==> src/hdl/mbd_pkg.sv <==
// Package for the mipmap box downsampler: register map, shared widths and
// the position/control word passed from the position tracker to the datapath.
// No dependencies.
package mbd_pkg;

  localparam int MBD_MAX_WIDTH_LOG2 = 12;

  localparam int CFG_AW = 4;
  localparam int CFG_DW = 32;

  // Register word indexes (byte address = 4 * index).
  localparam logic [1:0] REG_WIDTH_LOG2  = 2'd0;
  localparam logic [1:0] REG_HEIGHT_LOG2 = 2'd1;
  localparam logic [1:0] REG_HAS_ALPHA   = 2'd2;

  localparam logic [3:0] RST_WIDTH_LOG2  = 4'd1;
  localparam logic [3:0] RST_HEIGHT_LOG2 = 4'd1;
  localparam logic       RST_HAS_ALPHA   = 1'b1;

  localparam int PIX_W  = 32;
  localparam int PAIR_W = 36;

  typedef struct packed {
    logic hold;    // store this pixel as the left half of a pair
    logic emit;    // this pixel completes a destination pixel
    logic two_d;   // 2x2 averaging mode
    logic wr_en;   // write the pair sum to the line store
    logic rd_en;   // read the pair sum of the row above
    logic last;    // last source pixel of the level
  } pos_info_t;

endpackage

==> src/hdl/mbd_pos_ctrl.sv <==
// Position tracker: column/row counters, the held left pixel and the
// horizontal pair sums. Decides per word what the datapath does. Uses mbd_pkg.
module mbd_pos_ctrl
  import mbd_pkg::*;
#(
  parameter int MAX_WIDTH_LOG2 = MBD_MAX_WIDTH_LOG2,
  parameter int LINE_AW        = MAX_WIDTH_LOG2 - 1
) (
  input  logic               clk,
  input  logic               rst_n,
  input  logic               accept,
  input  logic               cnt_clr,
  input  logic [3:0]         width_log2,
  input  logic [3:0]         height_log2,
  input  logic [PIX_W-1:0]   pixel,
  output pos_info_t          info,
  output logic [PAIR_W-1:0]  pair_sum,
  output logic [LINE_AW-1:0] line_idx
);

  localparam int CW = MAX_WIDTH_LOG2;
  localparam logic [3:0] MAX_L2 = 4'(MAX_WIDTH_LOG2);

  logic [CW-1:0]    col_r, col_nxt;
  logic [CW-1:0]    row_r, row_nxt;
  logic [PIX_W-1:0] held_r;
  logic [3:0]       wl, hl;
  logic [CW-1:0]    col_max, row_max;
  logic             last_col, last_row;
  logic             single, one_d, pos_odd;

  assign wl = (width_log2  > MAX_L2) ? MAX_L2 : width_log2;
  assign hl = (height_log2 > MAX_L2) ? MAX_L2 : height_log2;

  assign col_max  = ~({CW{1'b1}} << wl);
  assign row_max  = ~({CW{1'b1}} << hl);
  assign last_col = (col_r == col_max);
  assign last_row = (row_r == row_max);

  assign single  = (wl == 4'd0) && (hl == 4'd0);
  assign one_d   = !single && ((wl == 4'd0) || (hl == 4'd0));
  assign pos_odd = (wl == 4'd0) ? row_r[0] : col_r[0];

  always_comb begin
    info.two_d = !single && !one_d;
    info.hold  = one_d ? !pos_odd : (info.two_d && !col_r[0]);
    info.emit  = one_d ? pos_odd : (info.two_d && col_r[0] && row_r[0]);
    info.wr_en = info.two_d && col_r[0] && !row_r[0];
    info.rd_en = info.two_d && col_r[0] && row_r[0];
    info.last  = last_col && last_row;
  end

  always_comb begin
    for (int k = 0; k < 4; k++) begin
      pair_sum[9*k +: 9] = {1'b0, held_r[8*k +: 8]} + {1'b0, pixel[8*k +: 8]};
    end
  end

  assign line_idx = LINE_AW'(col_r >> 1);

  always_comb begin
    col_nxt = col_r;
    row_nxt = row_r;
    if (cnt_clr) begin
      col_nxt = '0;
      row_nxt = '0;
    end else if (accept) begin
      if (last_col) begin
        col_nxt = '0;
        row_nxt = last_row ? '0 : row_r + 1'b1;
      end else begin
        col_nxt = col_r + 1'b1;
      end
    end
  end

  always_ff @(posedge clk) begin
    if (!rst_n) begin
      col_r  <= '0;
      row_r  <= '0;
      held_r <= '0;
    end else begin
      col_r <= col_nxt;
      row_r <= row_nxt;
      if (accept && info.hold) begin
        held_r <= pixel;
      end
    end
  end

endmodule

==> config.mk <==
export PLATFORM = sky130hd
export DESIGN_NAME = mbd_pos_ctrl
export DESIGN_NICKNAME = d
export VERILOG_FILES = /design/src/hdl/mbd_pkg.sv /design/src/hdl/mbd_pos_ctrl.sv
export SDC_FILE = /design/constraint.sdc
export NUM_CORES = 1
export LEC_CHECK = 0
export BUFFER_PORTS_ARGS = -buffer_cell sky130_fd_sc_hd__clkbuf_2
export CORE_MARGIN = 3
export CORE_UTILIZATION = 40
export DETAILED_ROUTE_END_ITERATION = 10
export GPL_TIMING_DRIVEN = 0
export HOLD_SLACK_MARGIN = 0.12
export SLEW_MARGIN = 20
export SYNTH_ARGS = -nofsm -noshare
export SYNTH_HDL_FRONTEND = slang
export SYNTH_SLANG_ARGS = --single-unit
==> constraint.sdc <==
create_clock -name clk -period 4.69 [get_ports clk]
set_input_delay 0.7035 -clock clk [delete_from_list [all_inputs] [get_ports clk]]
set_output_delay 0.7035 -clock clk [all_outputs]
set_load 0.005 [all_outputs]
==> flow_summary.json <==
{
  "synth_most_common_cell": "nand2_1",
  "min_period_over_period_pct": 73.84,
  "maxSlewViolCount": 0,
  "cts_setup_buffers": 0,
  "skew_ns": 0.01276,
  "routabilityCongestion": 0.8326,
  "yosysSeqAreaShare_pct": 26.45,
  "die_w_um": 108.9,
  "critPathArrivalTime_ns": 2.76,
  "drt_iter0_drc": 296,
  "core_mm2": 0.01004,
  "hold_viol": 0,
  "postCtsHoldBufs": 0,
  "setup-violations-final": 0,
  "h-tree-depth": 2,
  "powerDensity_mw_per_mm2": 221.6,
  "yosysTopAreaCell": "dfxtp_1",
  "rsz0062_at_grt": "false",
  "drive_gt1_share_pct": 20.19,
  "cap_viol_max_count": 0,
  "drc": 0,
  "synthTopCellsByArea": "dfxtp_1 26%, ha_1 10%, nand2_1 7.6%, a21boi_0 6.2%, xor2_1 3.9%",
  "area_delta_synth_final_pct": 17.48,
  "worst_pin_slew_ns": 0.5484,
  "clock_path_buffers": 2,
  "antenna_cells": 0,
  "path_buf_inv": 4,
  "routed_wl_um": 10120,
  "grt_pass1_wl_um": 17170,
  "die-area_mm2": 0.01187,
  "num-nets-final": 728,
  "crit_path_cell_trace": "clkbuf_2 > buf_2 > nor4_1 > a31oi_1 > or3_1 > or4_4 > buf_6 > or2_1 > nor2_1 > clkbuf_2",
  "portBuffers": 95,
  "cp-start-kind": "input pin",
  "netlist_area_mm2": 0.004238,
  "rr_worst_depth": 6,
  "die_h_um": 108.9,
  "hold_class": "flop to flop",
  "crit_path_max_fanout": 10,
  "grt-ovfl-total": 0,
  "cts_root_buf": "clkbuf_8",
  "post_cts_resized": 0,
  "outcome": "complete, no violations",
  "cts_tree": "built",
  "track_usage_pct": 17.26,
  "synth_fp_nets": 626,
  "synthTopCellsByCount": "86 x nand2_1, 56 x dfxtp_1, 35 x a21boi_0, 35 x ha_1, 32 x nor2_1",
  "avgViaCountPerCell": 5.327,
  "num_io_pins": 97,
  "ys_seq_elements": 56,
  "fmax_mhz": 288.8,
  "post-route-worst-setup-slack_ns": 1.227,
  "whs_path_depth": 2,
  "path_depth": 10,
  "worstSetupPathType": "input pin to output port",
  "worst_path_most_repeated_cell": "clkbuf_2",
  "syn-instance-count": 543,
  "synth.avg_cell_area_um2": 7.804,
  "critPathMaxStageDelay_ns": 0.51,
  "synth-edff-count": 0,
  "initial_core_util_pct": 42.19,
  "rows": 36,
  "synthFlopType": "dfxtp_1",
  "n_fill_cell": 1003,
  "power_mw": 1.103,
  "grt_antenna_before_repair": 0,
  "dp_hpwl_um": 7977,
  "period_minus_slack_ns": 3.463,
  "wl_per_cell_um": 13.03,
  "yosysUniqueCellTypes": 58,
  "pre_cts_ws_ns": 1.126,
  "clock_latency_ns": 0.31,
  "async_flop_share_pct": 0,
  "dp_cells": 771,
  "yosysWarnings": 0,
  "cp.required_ns": 3.99,
  "fin_cells": 777,
  "leakage_nw": 2.211,
  "relSlewSlack_pct": 63.10,
  "drtAntennaViolNets": 0,
  "num_vias": 4139,
  "cts.sinks": 56,
  "ir_drop_mv": 0.1132,
  "grt_pass1_vias": 3740,
  "path_clk_slew_ns": 0.10,
  "cts_made_buffers": 5,
  "path_delay_family": "simple AND/OR/NAND/NOR gates",
  "synth.top_cell.area_share_pct": 26.45,
  "placedInstanceArea_mm2": 0.004880,
  "firstDrtPassIters": 5,
  "postLayoutCellArea_mm2": 0.004979,
  "final.setup.tns_ns": 0,
  "grt_max_degree": 16,
  "regArea_mm2": 0.001121,
  "multi_input_area_mm2": 0.002816,
  "crit_path_end_kind": "output port",
  "slowest_stage": "or4_4"
}
## cells in the final DEF, fill, tap and decap left out, types with 17 or more instances in the layout
master / netlist / routed
clkbuf_2: 0 / 95
nand2_1: 86 / 86
dfxtp_1: 56 / 56
a21boi_0: 35 / 35
ha_1: 35 / 35
nor2_1: 32 / 32
inv_1: 25 / 25
nand3_1: 24 / 24
a21oi_1: 23 / 23
xor2_1: 19 / 19
xnor2_1: 18 / 18
clkbuf_1: 18 / 18
o21ai_0: 17 / 17
## logic make-up (layout without fill, tap and decap cells)
logic type	after synthesis	count (layout)	share of synthesized area, %
AOI/OAI and AO/OA	136	136	22.97
xor gates and xnor gates	37	37	7.647
adders and majority gates	39	39	12.22
buffers and inverters	65	166	7.086
DFF	56	56	26.45
muxes	1	1	0.2362
and+or+nand+nor	209	209	23.38
## stage by stage
step / hold WS, ns / util, %
after floorplan: 0.4472 / -
after global placement: 0.4549 / 48.58
after detailed placement: 0.4635 / 48.58
after CTS: 0.4778 / 49.56
after global routing: 0.4911 / 49.56
final: 0.4699 / 49.56
## report_power, final
| group | total, mW | switching (mW) | internal (mW) |
|---|---|---|---|
| Clock | 0.302 | 0.148 | 0.154 |
| Combinational | 0.298 | 0.159 | 0.139 |
| Sequential | 0.503 | 0.0102 | 0.493 |
| Total | 1.10 | 0.318 | 0.786 |
## per-layer routing
metal	vias up	track usage [%]	share of wire, %
li1	2100	-	-
met1	1910	24.73	49
met2	118	27.46	44
met3	11	2.013	5.6
met4	0	4.509	1.1
met5	-	0	0
## path summary, 6_finish.rpt
check,start,endpoint,slack [ns]
max reg2reg,col_r[10],row_r[0],2.26
min reg2reg,held_r[26],held_r[26],0.47
max,height_log2[3],info[0],1.23
min,held_r[26],held_r[26],0.47
## sequential cells by signal, summed over array words and instances (netlist names)
signal  flops
col_r      12
held_r     32
row_r      12
## tightest hold or removal path: cells and delay by family, from the launching register on
kind,cells,cell delay (ns)
AO/OA/AOI/OAI,1,0.06
flip-flops,1,0.32
AND/OR/NAND/NOR,1,0.05
## cell type report
type	instances	share of cell area, %
inverter	26	1.960
multi-input combinational	422	56.57
clock inverter	1	0.6032
clock buffer	5	1.382
sequential	56	22.52
tap	133	3.343
timing repair buffer	95	9.550
buffer	39	4.071
Power figures use the tool's default switching activity.
