==> config.mk <==
export PLATFORM = sky130hd
export DESIGN_NAME = mbd_avg
export DESIGN_NICKNAME = d
export VERILOG_FILES = /design/src/hdl/mbd_pkg.sv /design/src/hdl/mbd_avg.sv
export SDC_FILE = /design/constraint.sdc
export NUM_CORES = 1
export LEC_CHECK = 0
export BUFFER_PORTS_ARGS = -buffer_cell sky130_fd_sc_hd__buf_2
export CAP_MARGIN = 20
export CORE_MARGIN = 4
export CORE_UTILIZATION = 45
export CTS_CLUSTER_DIAMETER = 100
export DETAILED_ROUTE_END_ITERATION = 8
export PLACE_DENSITY_LB_ADDON = 0.08
export SLEW_MARGIN = 20
export SYNTH_ARGS = -nofsm -noshare
export SYNTH_HDL_FRONTEND = slang
export SYNTH_SLANG_ARGS = --single-unit
==> constraint.sdc <==
create_clock -name clk -period 1.6 [get_ports clk]
set_input_delay 0.32 -clock clk [delete_from_list [all_inputs] [get_ports clk]]
set_output_delay 0.32 -clock clk [all_outputs]
set_load 0.01 [all_outputs]
==> src/hdl/mbd_pkg.sv <==
// Package for the mipmap box downsampler: register map, shared widths and
// the position/control word passed from the position tracker to the datapath.
// No dependencies.
package mbd_pkg;

  localparam int MBD_MAX_WIDTH_LOG2 = 12;

  localparam int CFG_AW = 4;
  localparam int CFG_DW = 32;

  // Register word indexes (byte address = 4 * index).
  localparam logic [1:0] REG_WIDTH_LOG2  = 2'd0;
  localparam logic [1:0] REG_HEIGHT_LOG2 = 2'd1;
  localparam logic [1:0] REG_HAS_ALPHA   = 2'd2;

  localparam logic [3:0] RST_WIDTH_LOG2  = 4'd1;
  localparam logic [3:0] RST_HEIGHT_LOG2 = 4'd1;
  localparam logic       RST_HAS_ALPHA   = 1'b1;

  localparam int PIX_W  = 32;
  localparam int PAIR_W = 36;

  typedef struct packed {
    logic hold;    // store this pixel as the left half of a pair
    logic emit;    // this pixel completes a destination pixel
    logic two_d;   // 2x2 averaging mode
    logic wr_en;   // write the pair sum to the line store
    logic rd_en;   // read the pair sum of the row above
    logic last;    // last source pixel of the level
  } pos_info_t;

endpackage

==> src/hdl/mbd_avg.sv <==
// Averaging datapath and output register: combines the pair sum with the
// pair sum from the line above (2x2) or halves it (1-D). Uses mbd_pkg.
module mbd_avg
  import mbd_pkg::*;
(
  input  logic              clk,
  input  logic              rst_n,
  input  logic              src_valid,
  input  logic              two_d,
  input  logic              last,
  input  logic              has_alpha,
  input  logic [PAIR_W-1:0] pair_sum,
  input  logic [PAIR_W-1:0] above_sum,
  output logic              out_free,
  output logic              out_tvalid,
  input  logic              out_tready,
  output logic [PIX_W-1:0]  out_tdata,
  output logic              out_tlast
);

  logic             valid_r;
  logic [PIX_W-1:0] data_r;
  logic             last_r;
  logic [PIX_W-1:0] avg;
  logic [9:0]       quad;

  always_comb begin
    quad = '0;
    for (int k = 0; k < 4; k++) begin
      quad = {1'b0, above_sum[9*k +: 9]} + {1'b0, pair_sum[9*k +: 9]};
      avg[8*k +: 8] = two_d ? quad[9:2] : pair_sum[9*k+1 +: 8];
    end
    if (!has_alpha) begin
      avg[31:24] = 8'd0;
    end
  end

  assign out_free = !valid_r || out_tready;

  always_ff @(posedge clk) begin
    if (!rst_n) begin
      valid_r <= 1'b0;
    end else if (out_free) begin
      valid_r <= src_valid;
    end
  end

  always_ff @(posedge clk) begin
    if (out_free && src_valid) begin
      data_r <= avg;
      last_r <= last;
    end
  end

  assign out_tvalid = valid_r;
  assign out_tdata  = data_r;
  assign out_tlast  = last_r;

endmodule

==> results of run 1 <==
-- registers in the layout (all words and copies together) (netlist names) --
name and cells:
out_tlast 1, out_tdata 32, out_tvalid 1
-- critical path, stage by stage --
cell and delay (ns):
buf_2 0.10, ha_1 0.31, nand3_1 0.09, a211oi_2 0.41, a311o_1 0.23, o211ai_1 0.08
-- metal layers --
metal | track usage | wire length, µm
met2 | 0.3411 | 3616
met1 | 0.2291 | 3144
met5 | 0 | 0
met3 | 0.03951 | 468
met4 | 0.05439 | 90
-- logic make-up (layout without fill, tap and decap cells) --
group           Yosys count  in the layout  share of synthesized area
mux                      11             11                    0.04247
flops                    34             34                     0.3538
xor+xnor                 11             11                    0.03371
compound gates           96             96                     0.2312
fa+ha+maj                32             32                     0.1401
buf+inv                  16            162                    0.02364
simple gates            102            102                     0.1751
-- what timing repair did --
| item | in CTS | in global routing |
|---|---|---|
| hold buffers | 0 | 0 |
| setup endpoints to repair | 0 | 3 |
| gates resized for setup | 0 | 3 |
| hold endpoints to repair | 0 | 0 |
-- stage by stage --
| step | setup slack (ns) | TNS, ns | power, mW | utilization |
|---|---|---|---|---|
| after global routing | -0.01555 | -0.01555 | 2.904 | 0.6493 |
| after floorplan | -0.008796 | -0.01759 | 1.745 | - |
| after global placement | -0.1742 | -3.205 | 2.126 | 0.6360 |
| final | 0.08181 | 0 | 2.733 | 0.6493 |
| after detailed placement | -0.2205 | -3.848 | 2.148 | 0.6360 |
| after CTS | 0.08391 | 0 | 2.742 | 0.6487 |
-- cells in the final DEF, fill, tap and decap left out, types with 6 or more instances in the layout --
cell	n
buf_2	113
buf_4	37
edfxtp_1	33
nand2_1	30
ha_1	27
nand3_1	25
a21oi_1	22
nor2_1	16
o21ai_0	11
nor3_1	9
a21o_1	9
mux2_2	9
nand4_1	7
a31oi_1	7
xor2_1	6
-- layout make-up --
class / instances / area (µm²)
clock buffer: 7 / 76.32
fill: 520 / 2113
inverter: 5 / 18.77
multi-input combinational: 252 / 1869
sequential: 34 / 1011
tap: 75 / 93.84
timing repair buffer: 150 / 843.3
-- power breakdown --
part	switching (mW)	total, mW	leakage [nW]	internal [mW]
clock	0.298	0.598	0.0383	0.300
combinational	0.531	1.03	1.41	0.500
sequential	0.0169	1.10	0.331	1.09
-- path summary, 6_finish.rpt --
| path | endpoint | slack [ns] | cells past startpoint |
|---|---|---|---|
| worst max-delay path | out_tdata[28] | 0.08 | 6 |
| worst min-delay path | out_tlast | 0.21 | 1 |
| worst max register to register | out_tdata[5] | 0.16 | 2 |
| worst min register to register | out_tvalid | 0.55 | 2 |
==> impl_metrics.env, run 1 <==
export IMPL_status="completed"
export IMPL_p_leak_nw=1.779
export IMPL_worst_pin_slew_ns=0.7538
export IMPL_place_port_buffers=113
export IMPL_drt_iter0_markers=63
export IMPL_hold_class="primary input to flop"
export IMPL_die_area_mm2=0.007690
export IMPL_viasPerCell=5.543
export IMPL_cts_buffer_depth=2
export IMPL_yosysWarnings=0
export IMPL_synth_top_area_frac=0.3468
export IMPL_initial_core_util=0.4743
export IMPL_synth_common_cells="edfxtp_1, ha_1, nand2_1, a21oi_1, nand3_1"
export IMPL_area_growth_pct=36.91
export IMPL_ys_flop_type="edfxtp_1"
export IMPL_dp_cells=516
export IMPL_drt_antenna_violating_nets=0
export IMPL_fin_skew_ns=0.004529
export IMPL_cts_buffers=5
export IMPL_route_detailed_drc=0
export IMPL_clk_pin_slew_ns=0.06
export IMPL_grt_overflow=0
export IMPL_p_per_area_mw_per_mm2=698.5
export IMPL_setup_viol=0
export IMPL_fp_coreArea_mm2=0.006026
export IMPL_cts_setup_buffers=0
export IMPL_ys_top_cells_by_area="edfxtp_1, ha_1, a21oi_1"
export IMPL_max_cap_violations=0
export IMPL_synthesis_area_per_instance_um2=9.463
export IMPL_grt_pass1_wl_um=11800
export IMPL_crit_start="pair_sum[28]"
export IMPL_r2r_start="out_tvalid"
export IMPL_placed_area_mm2=0.003832
export IMPL_required_ns=1.63
export IMPL_drt_pass1_iter_count=4
export IMPL_ys_types=48
export IMPL_cts_tree="done"
export IMPL_synth_cells=302
export IMPL_synth_edff_count=33
export IMPL_ir_drop_mv=0.3727
export IMPL_holdWs_ns=0.2134
export IMPL_grt_use_total=0.1903
export IMPL_instances_no_fill=523
export IMPL_period_minus_slack_ns=1.518
export IMPL_synthArstFlopShare=0
export IMPL_max_freq_mhz=658.7
export IMPL_fp_dieW_um=87.69
export IMPL_hold_start="last"
export IMPL_ios=114
export IMPL_insertion_delay_ns=0.28
export IMPL_seq_area_frac_synth=0.3538
export IMPL_crit_arrival_ns=1.55
export IMPL_cts_root_buf="clkbuf_8"
export IMPL_cts_sinks=34
export IMPL_antenna_found_initial=0
export IMPL_max_slew_margin=0.4974
export IMPL_yosysMostFrequentCell="edfxtp_1"
export IMPL_grt_max_degree=34
export IMPL_synth_top_cell_by_area="edfxtp_1"
export IMPL_antennaDiodeCount=0
export IMPL_final_hold_viol_count=0
export IMPL_dieHeight_um=87.69
export IMPL_h_tree_depth=2
export IMPL_rsz0062_at_grt="yes"
export IMPL_drive_gt1_frac=0.4219
export IMPL_grt_pass1_vias=2747
export IMPL_cp_max_fo=6
export IMPL_synth_nets=413
export IMPL_routed_wl_um=7319
export IMPL_synth_seq_cells=34
export IMPL_nets=559
export IMPL_critical_path_class="primary input to flop"
export IMPL_drv_slew=0
export IMPL_period_share=0.9489
export IMPL_vias=2899
export IMPL_wire_per_inst_um=13.99
export IMPL_endpoint_kind="flop"
export IMPL_place_gp_congestion=0.8062
export IMPL_design_area_mm2=0.003913
export IMPL_cp_start_kind="primary input"
export IMPL_rows=28
export IMPL_post_dp_hpwl_um=5834
export IMPL_syn_area_mm2=0.002858
(Power assumes the default switching activity.)
==> run 2: changes to the inputs <==
Settings changed: CELL_PAD_IN_SITES_DETAIL_PLACEMENT from default to 1, CELL_PAD_IN_SITES_GLOBAL_PLACEMENT from default to 2, CORE_UTILIZATION 45 to 26.
==> run 2 against run 1 <==
Compared with the run above:
- combinational power rose by 9%
- sequential share of layout area fell by 1.7 points
- global-route usage fell by 4.2 points
- cell count rose by 16%
- utilization fell by 26 points
- clock power rose by 9.0%
- via count rose by 4.6%
- largest cell class unchanged
==> impl_metrics.env, run 2 (synthesized netlist as in run 1, its figures left out) <==
export IMPL_grtUsageMet1=0.1839
export IMPL_critical_path_class="primary input to flop"
export IMPL_grt_overflow=0
export IMPL_place_port_buffers=113
export IMPL_grt_pass1_wl_um=15520
export IMPL_ctsHoldBuffers=0
export IMPL_use_met2=0.2646
export IMPL_cts_buffer_depth=2
export IMPL_status="completed"
export IMPL_drv_slew=0
export IMPL_fin_skew_ns=0.004974
export IMPL_ir_drop_mv=0.3369
export IMPL_dieHeight_um=112.8
export IMPL_vias=3031
export IMPL_clk_pin_slew_ns=0.08
export IMPL_hold_start="last"
export IMPL_period_share=0.9771
export IMPL_grt_pass1_vias=3267
export IMPL_cpPeakStageDelay_ns=0.44
export IMPL_p_per_area_mw_per_mm2=686.5
export IMPL_h_tree_depth=2
export IMPL_initial_core_util=0.2648
export IMPL_drt_iter0_markers=53
export IMPL_grt_max_degree=34
export IMPL_ios=114
export IMPL_cts_buffers=5
export IMPL_cts_sinks=34
export IMPL_setup_viol=0
export IMPL_antennaDiodeCount=0
export IMPL_p_leak_nw=1.877
export IMPL_required_ns=1.64
export IMPL_period_minus_slack_ns=1.563
export IMPL_viasPerCell=4.993
export IMPL_fp_coreArea_mm2=0.01079
export IMPL_cp_max_fo=4
export IMPL_cts_setup_buffers=0
export IMPL_critPathBufInv=1
export IMPL_area_growth_pct=46.72
export IMPL_fp_dieW_um=112.8
export IMPL_rows=38
export IMPL_cts_tree="done"
export IMPL_setup_tns_ns=0
export IMPL_most_common_layout_cells="buf_2, buf_4, edfxtp_1"
export IMPL_crit_start="pair_sum[11]"
export IMPL_wire_per_inst_um=15.31
export IMPL_nets=577
export IMPL_routed_wl_um=9295
export IMPL_cts_root_buf="clkbuf_8"
export IMPL_drt_pass1_iter_count=4
export IMPL_largest_reg_flops=32
export IMPL_hold_class="primary input to flop"
export IMPL_crit_slowest_cell="o311ai_0"
export IMPL_die_area_mm2=0.01273
export IMPL_antenna_found_initial=0
export IMPL_grt_use_total=0.1484
export IMPL_final_common_cell="buf_2"
export IMPL_route_detailed_drc=0
export IMPL_max_slew_margin=0.7067
export IMPL_critPathTopFamily="compound AO/OA/AOI/OAI gates"
export IMPL_power_total_mw=2.878
export IMPL_worst_pin_slew_ns=0.4344
export IMPL_crit_arrival_ns=1.60
export IMPL_max_cap_violations=0
export IMPL_grt_use_met3=0.03209
export IMPL_drive_gt1_frac=0.4561
export IMPL_crit_chain="buf_2 -> ha_1 -> a21oi_2 -> a21oi_1 -> o311ai_0"
export IMPL_insertion_delay_ns=0.28
export IMPL_max_freq_mhz=639.7
export IMPL_grt_busiest_layer="met2"
export IMPL_fin_util=0.3885
export IMPL_rsz0062_at_grt="yes"
export IMPL_drt_antenna_violating_nets=0
export IMPL_post_dp_hpwl_um=7323
export IMPL_cp_start_kind="primary input"
export IMPL_place_gp_congestion=0.7232
export IMPL_fillers=1296
export IMPL_final_hold_viol_count=0
export IMPL_endpoint_kind="flop"
export IMPL_r2r_start="out_tvalid"
## run 2: where the power goes
group	switching [mW]	internal (mW)	total, mW
sequential	0.0210	1.09	1.11
clock	0.351	0.300	0.652
combinational	0.567	0.553	1.12
total	0.939	1.94	2.88
## run 2: final cells by class
type	instances	area, µm²	share of cell area
flip-flops and latches	34	1011	0.2411
clock buffers	6	72.57	0.01731
repair buffers	168	991.0	0.2363
inverters	5	18.77	0.004476
multi-input cells	252	1916	0.4569
clock inverters	2	8.758	0.002089
well taps	140	175.2	0.04178
## run 2: layer usage
layer	wire [µm]	up-vias
met5	0	-
met4	67	0
met3	495	5
met2	4604	63
met1	4128	1446
li1	-	1517
## run 2: path summary, 6_finish.rpt
check / to / slack (ns) / cells past startpoint
worst max register to register: out_tdata[12] / 0.46 / 3
worst min-delay path: out_tlast / 0.21 / 1
worst max-delay path: out_tdata[11] / 0.04 / 5
worst min register to register: out_tvalid / 0.55 / 2
## run 2: timing repair
action | CTS | global route
resized for setup | 1 | 7
endpoints found under the hold margin | 0 | 0
pin swaps | 0 | 2
setup endpoints to repair | 1 | 5
## run 2: metrics by stage
stage	std cells	setup slack, ns	area (µm²)	hold slack, ns
after floorplan	302	-0.008796	2944	0.4189
after global placement	599	-0.2641	4061	0.5028
after detailed placement	599	-0.3558	4061	0.4993
after CTS	607	0.01956	4150	0.1923
after global routing	607	-0.04297	4193	0.1894
final	607	0.03668	4193	0.2068
==> run 3: changes to the inputs <==
Settings changed: CTS_BUF_LIST from default to sky130_fd_sc_hd__clkbuf_4 sky130_fd_sc_hd__clkbuf_8.
==> run 3 against run 2 <==
Compared with the run above:
- design area is essentially flat
- global-route usage is essentially flat
- worst hold slack is essentially flat
- critical path depth is the same
- flip-flop and latch count is the same
- clock-buffer cell count is the same
- utilization is essentially flat
- register-to-register slack is essentially flat
- wire length is essentially flat
- cell count is the same
- total power grew 0.64%
- via count shrank 0.20%
- critical path type unchanged
- largest power group unchanged
- highest routed layer unchanged
==> impl_metrics.env, run 3 (synthesized netlist as in run 1, its figures left out) <==
export IMPL_status="completed"
export IMPL_post_dp_hpwl_um=7323
export IMPL_grt_pass1_wl_um=15540
export IMPL_routed_wl_um=9299
export IMPL_critPathTopFamily="compound AO/OA/AOI/OAI gates"
export IMPL_required_ns=1.64
export IMPL_fp_dieW_um=112.8
export IMPL_internal_power_mw=1.956
export IMPL_most_common_layout_cells="buf_2, buf_4, edfxtp_1"
export IMPL_max_slew_margin=0.7067
export IMPL_clk_pin_slew_ns=0.08
export IMPL_ios=114
export IMPL_final_hold_viol_count=0
export IMPL_cts_setup_buffers=0
export IMPL_power_switching_mw=0.9405
export IMPL_antennaDiodeCount=0
export IMPL_area_growth_pct=46.85
export IMPL_fin_skew_ns=0.004987
export IMPL_wire_per_inst_um=15.32
export IMPL_h_tree_depth=2
export IMPL_crit_arrival_ns=1.60
export IMPL_max_cap_violations=0
export IMPL_pwr_share_comb=0.387
export IMPL_initial_core_util=0.2648
export IMPL_power_frac_seq=0.382
export IMPL_place_gp_congestion=0.7232
export IMPL_fin_util=0.3888
export IMPL_grt_pass1_vias=3272
export IMPL_switching_share=0.3247
export IMPL_drt_iter0_markers=60
export IMPL_cts_root_buf="clkbuf_8"
export IMPL_rows=38
export IMPL_worst_pin_slew_ns=0.4344
export IMPL_grt_overflow=0
export IMPL_cts_sinks=34
export IMPL_period_share=0.9772
export IMPL_ir_drop_mv=0.3370
export IMPL_dieHeight_um=112.8
export IMPL_period_minus_slack_ns=1.564
export IMPL_antenna_found_initial=0
export IMPL_hold_class="primary input to flop"
export IMPL_route_detailed_drc=0
export IMPL_dp_slack_ns=-0.3558
export IMPL_p_leak_nw=1.881
export IMPL_cts_buffers=5
export IMPL_nets=577
export IMPL_crit_chain="buf_2 -> ha_1 -> a21oi_2 -> a21oi_1 -> o311ai_0"
export IMPL_drt_antenna_violating_nets=0
export IMPL_drive_gt1_frac=0.4582
export IMPL_clkPwrFrac=0.231
export IMPL_rsz0062_at_grt="yes"
export IMPL_setup_viol=0
export IMPL_cp_max_fo=4
export IMPL_critPathBufInv=1
export IMPL_place_port_buffers=113
export IMPL_fin_ws_ns=0.03645
export IMPL_power_total_mw=2.897
export IMPL_cts_tree="done"
export IMPL_insertion_delay_ns=0.28
export IMPL_p_per_area_mw_per_mm2=690.3
export IMPL_critical_path_class="primary input to flop"
export IMPL_die_area_mm2=0.01273
export IMPL_holdWs_ns=0.2070
export IMPL_cp_start_kind="primary input"
export IMPL_crit_slowest_cell="o311ai_0"
export IMPL_grt_use_total=0.1487
export IMPL_max_freq_mhz=639.6
export IMPL_placed_area_mm2=0.004061
export IMPL_ctsHoldBuffers=0
export IMPL_endpoint_kind="flop"
export IMPL_design_area_mm2=0.004197
export IMPL_largest_reg_flops=32
export IMPL_drt_pass1_iter_count=4
export IMPL_cpPeakStageDelay_ns=0.44
export IMPL_grt_max_degree=34
export IMPL_viasPerCell=4.984
export IMPL_instances_no_fill=607
export IMPL_final_common_cell="buf_2"
export IMPL_setup_tns_ns=0
export IMPL_dp_cells=599
export IMPL_vias=3025
export IMPL_drv_slew=0
export IMPL_fp_coreArea_mm2=0.01079
export IMPL_cts_buffer_depth=2
==> run 3: final cells by class <==
cell class / count / area (µm²)
fill: 1298 / 6596
multi-input combinational: 252 / 1916
sequential: 34 / 1011
timing repair buffer: 168 / 991.0
tap: 140 / 175.2
clock buffer: 6 / 76.32
inverter: 5 / 18.77
clock inverter: 2 / 8.758
==> run 3: final timing paths <==
kind / slack [ns] / startpoint / depth (start not counted) / end
max: 0.04 / pair_sum[11] / 5 / out_tdata[11]
min: 0.21 / last / 1 / out_tlast
max reg2reg: 0.46 / out_tvalid / 3 / out_tdata[12]
min reg2reg: 0.55 / out_tvalid / 2 / out_tvalid
==> run 3: repair_timing <==
action,CTS,global route
pin swaps,0,2
endpoints found under the hold margin,0,0
gates resized for setup,1,7
endpoints found under the setup margin,1,5
==> run 3: routing by layer <==
layer	wire, µm	up-vias	share of wire	track usage
li1	-	1516	-	-
met1	4108	1441	0.44	0.1843
met2	4629	63	0.50	0.2654
met3	495	5	0.053	0.03209
met4	65	0	0.0070	0.03125
met5	0	-	0	0
==> run 3: power groups by stage <==
| stage | clock network, mW | registers, mW | logic (mW) |
|---|---|---|---|
| CTS | 0.698 | 1.11 | 1.13 |
| detailed placement | 0 | 1.13 | 1.11 |
| global placement | 0 | 1.12 | 1.09 |
| global route | 0.749 | 1.11 | 1.27 |
| floorplan | 0 | 1.17 | 0.573 |
| finish | 0.670 | 1.11 | 1.12 |
==> run 3: worst reg2reg max path: stages, from the launching register on <==
cell,delay (ns)
dfxtp_1,0.32
nand2b_1,0.10
and2_2,0.18
buf_12,0.22
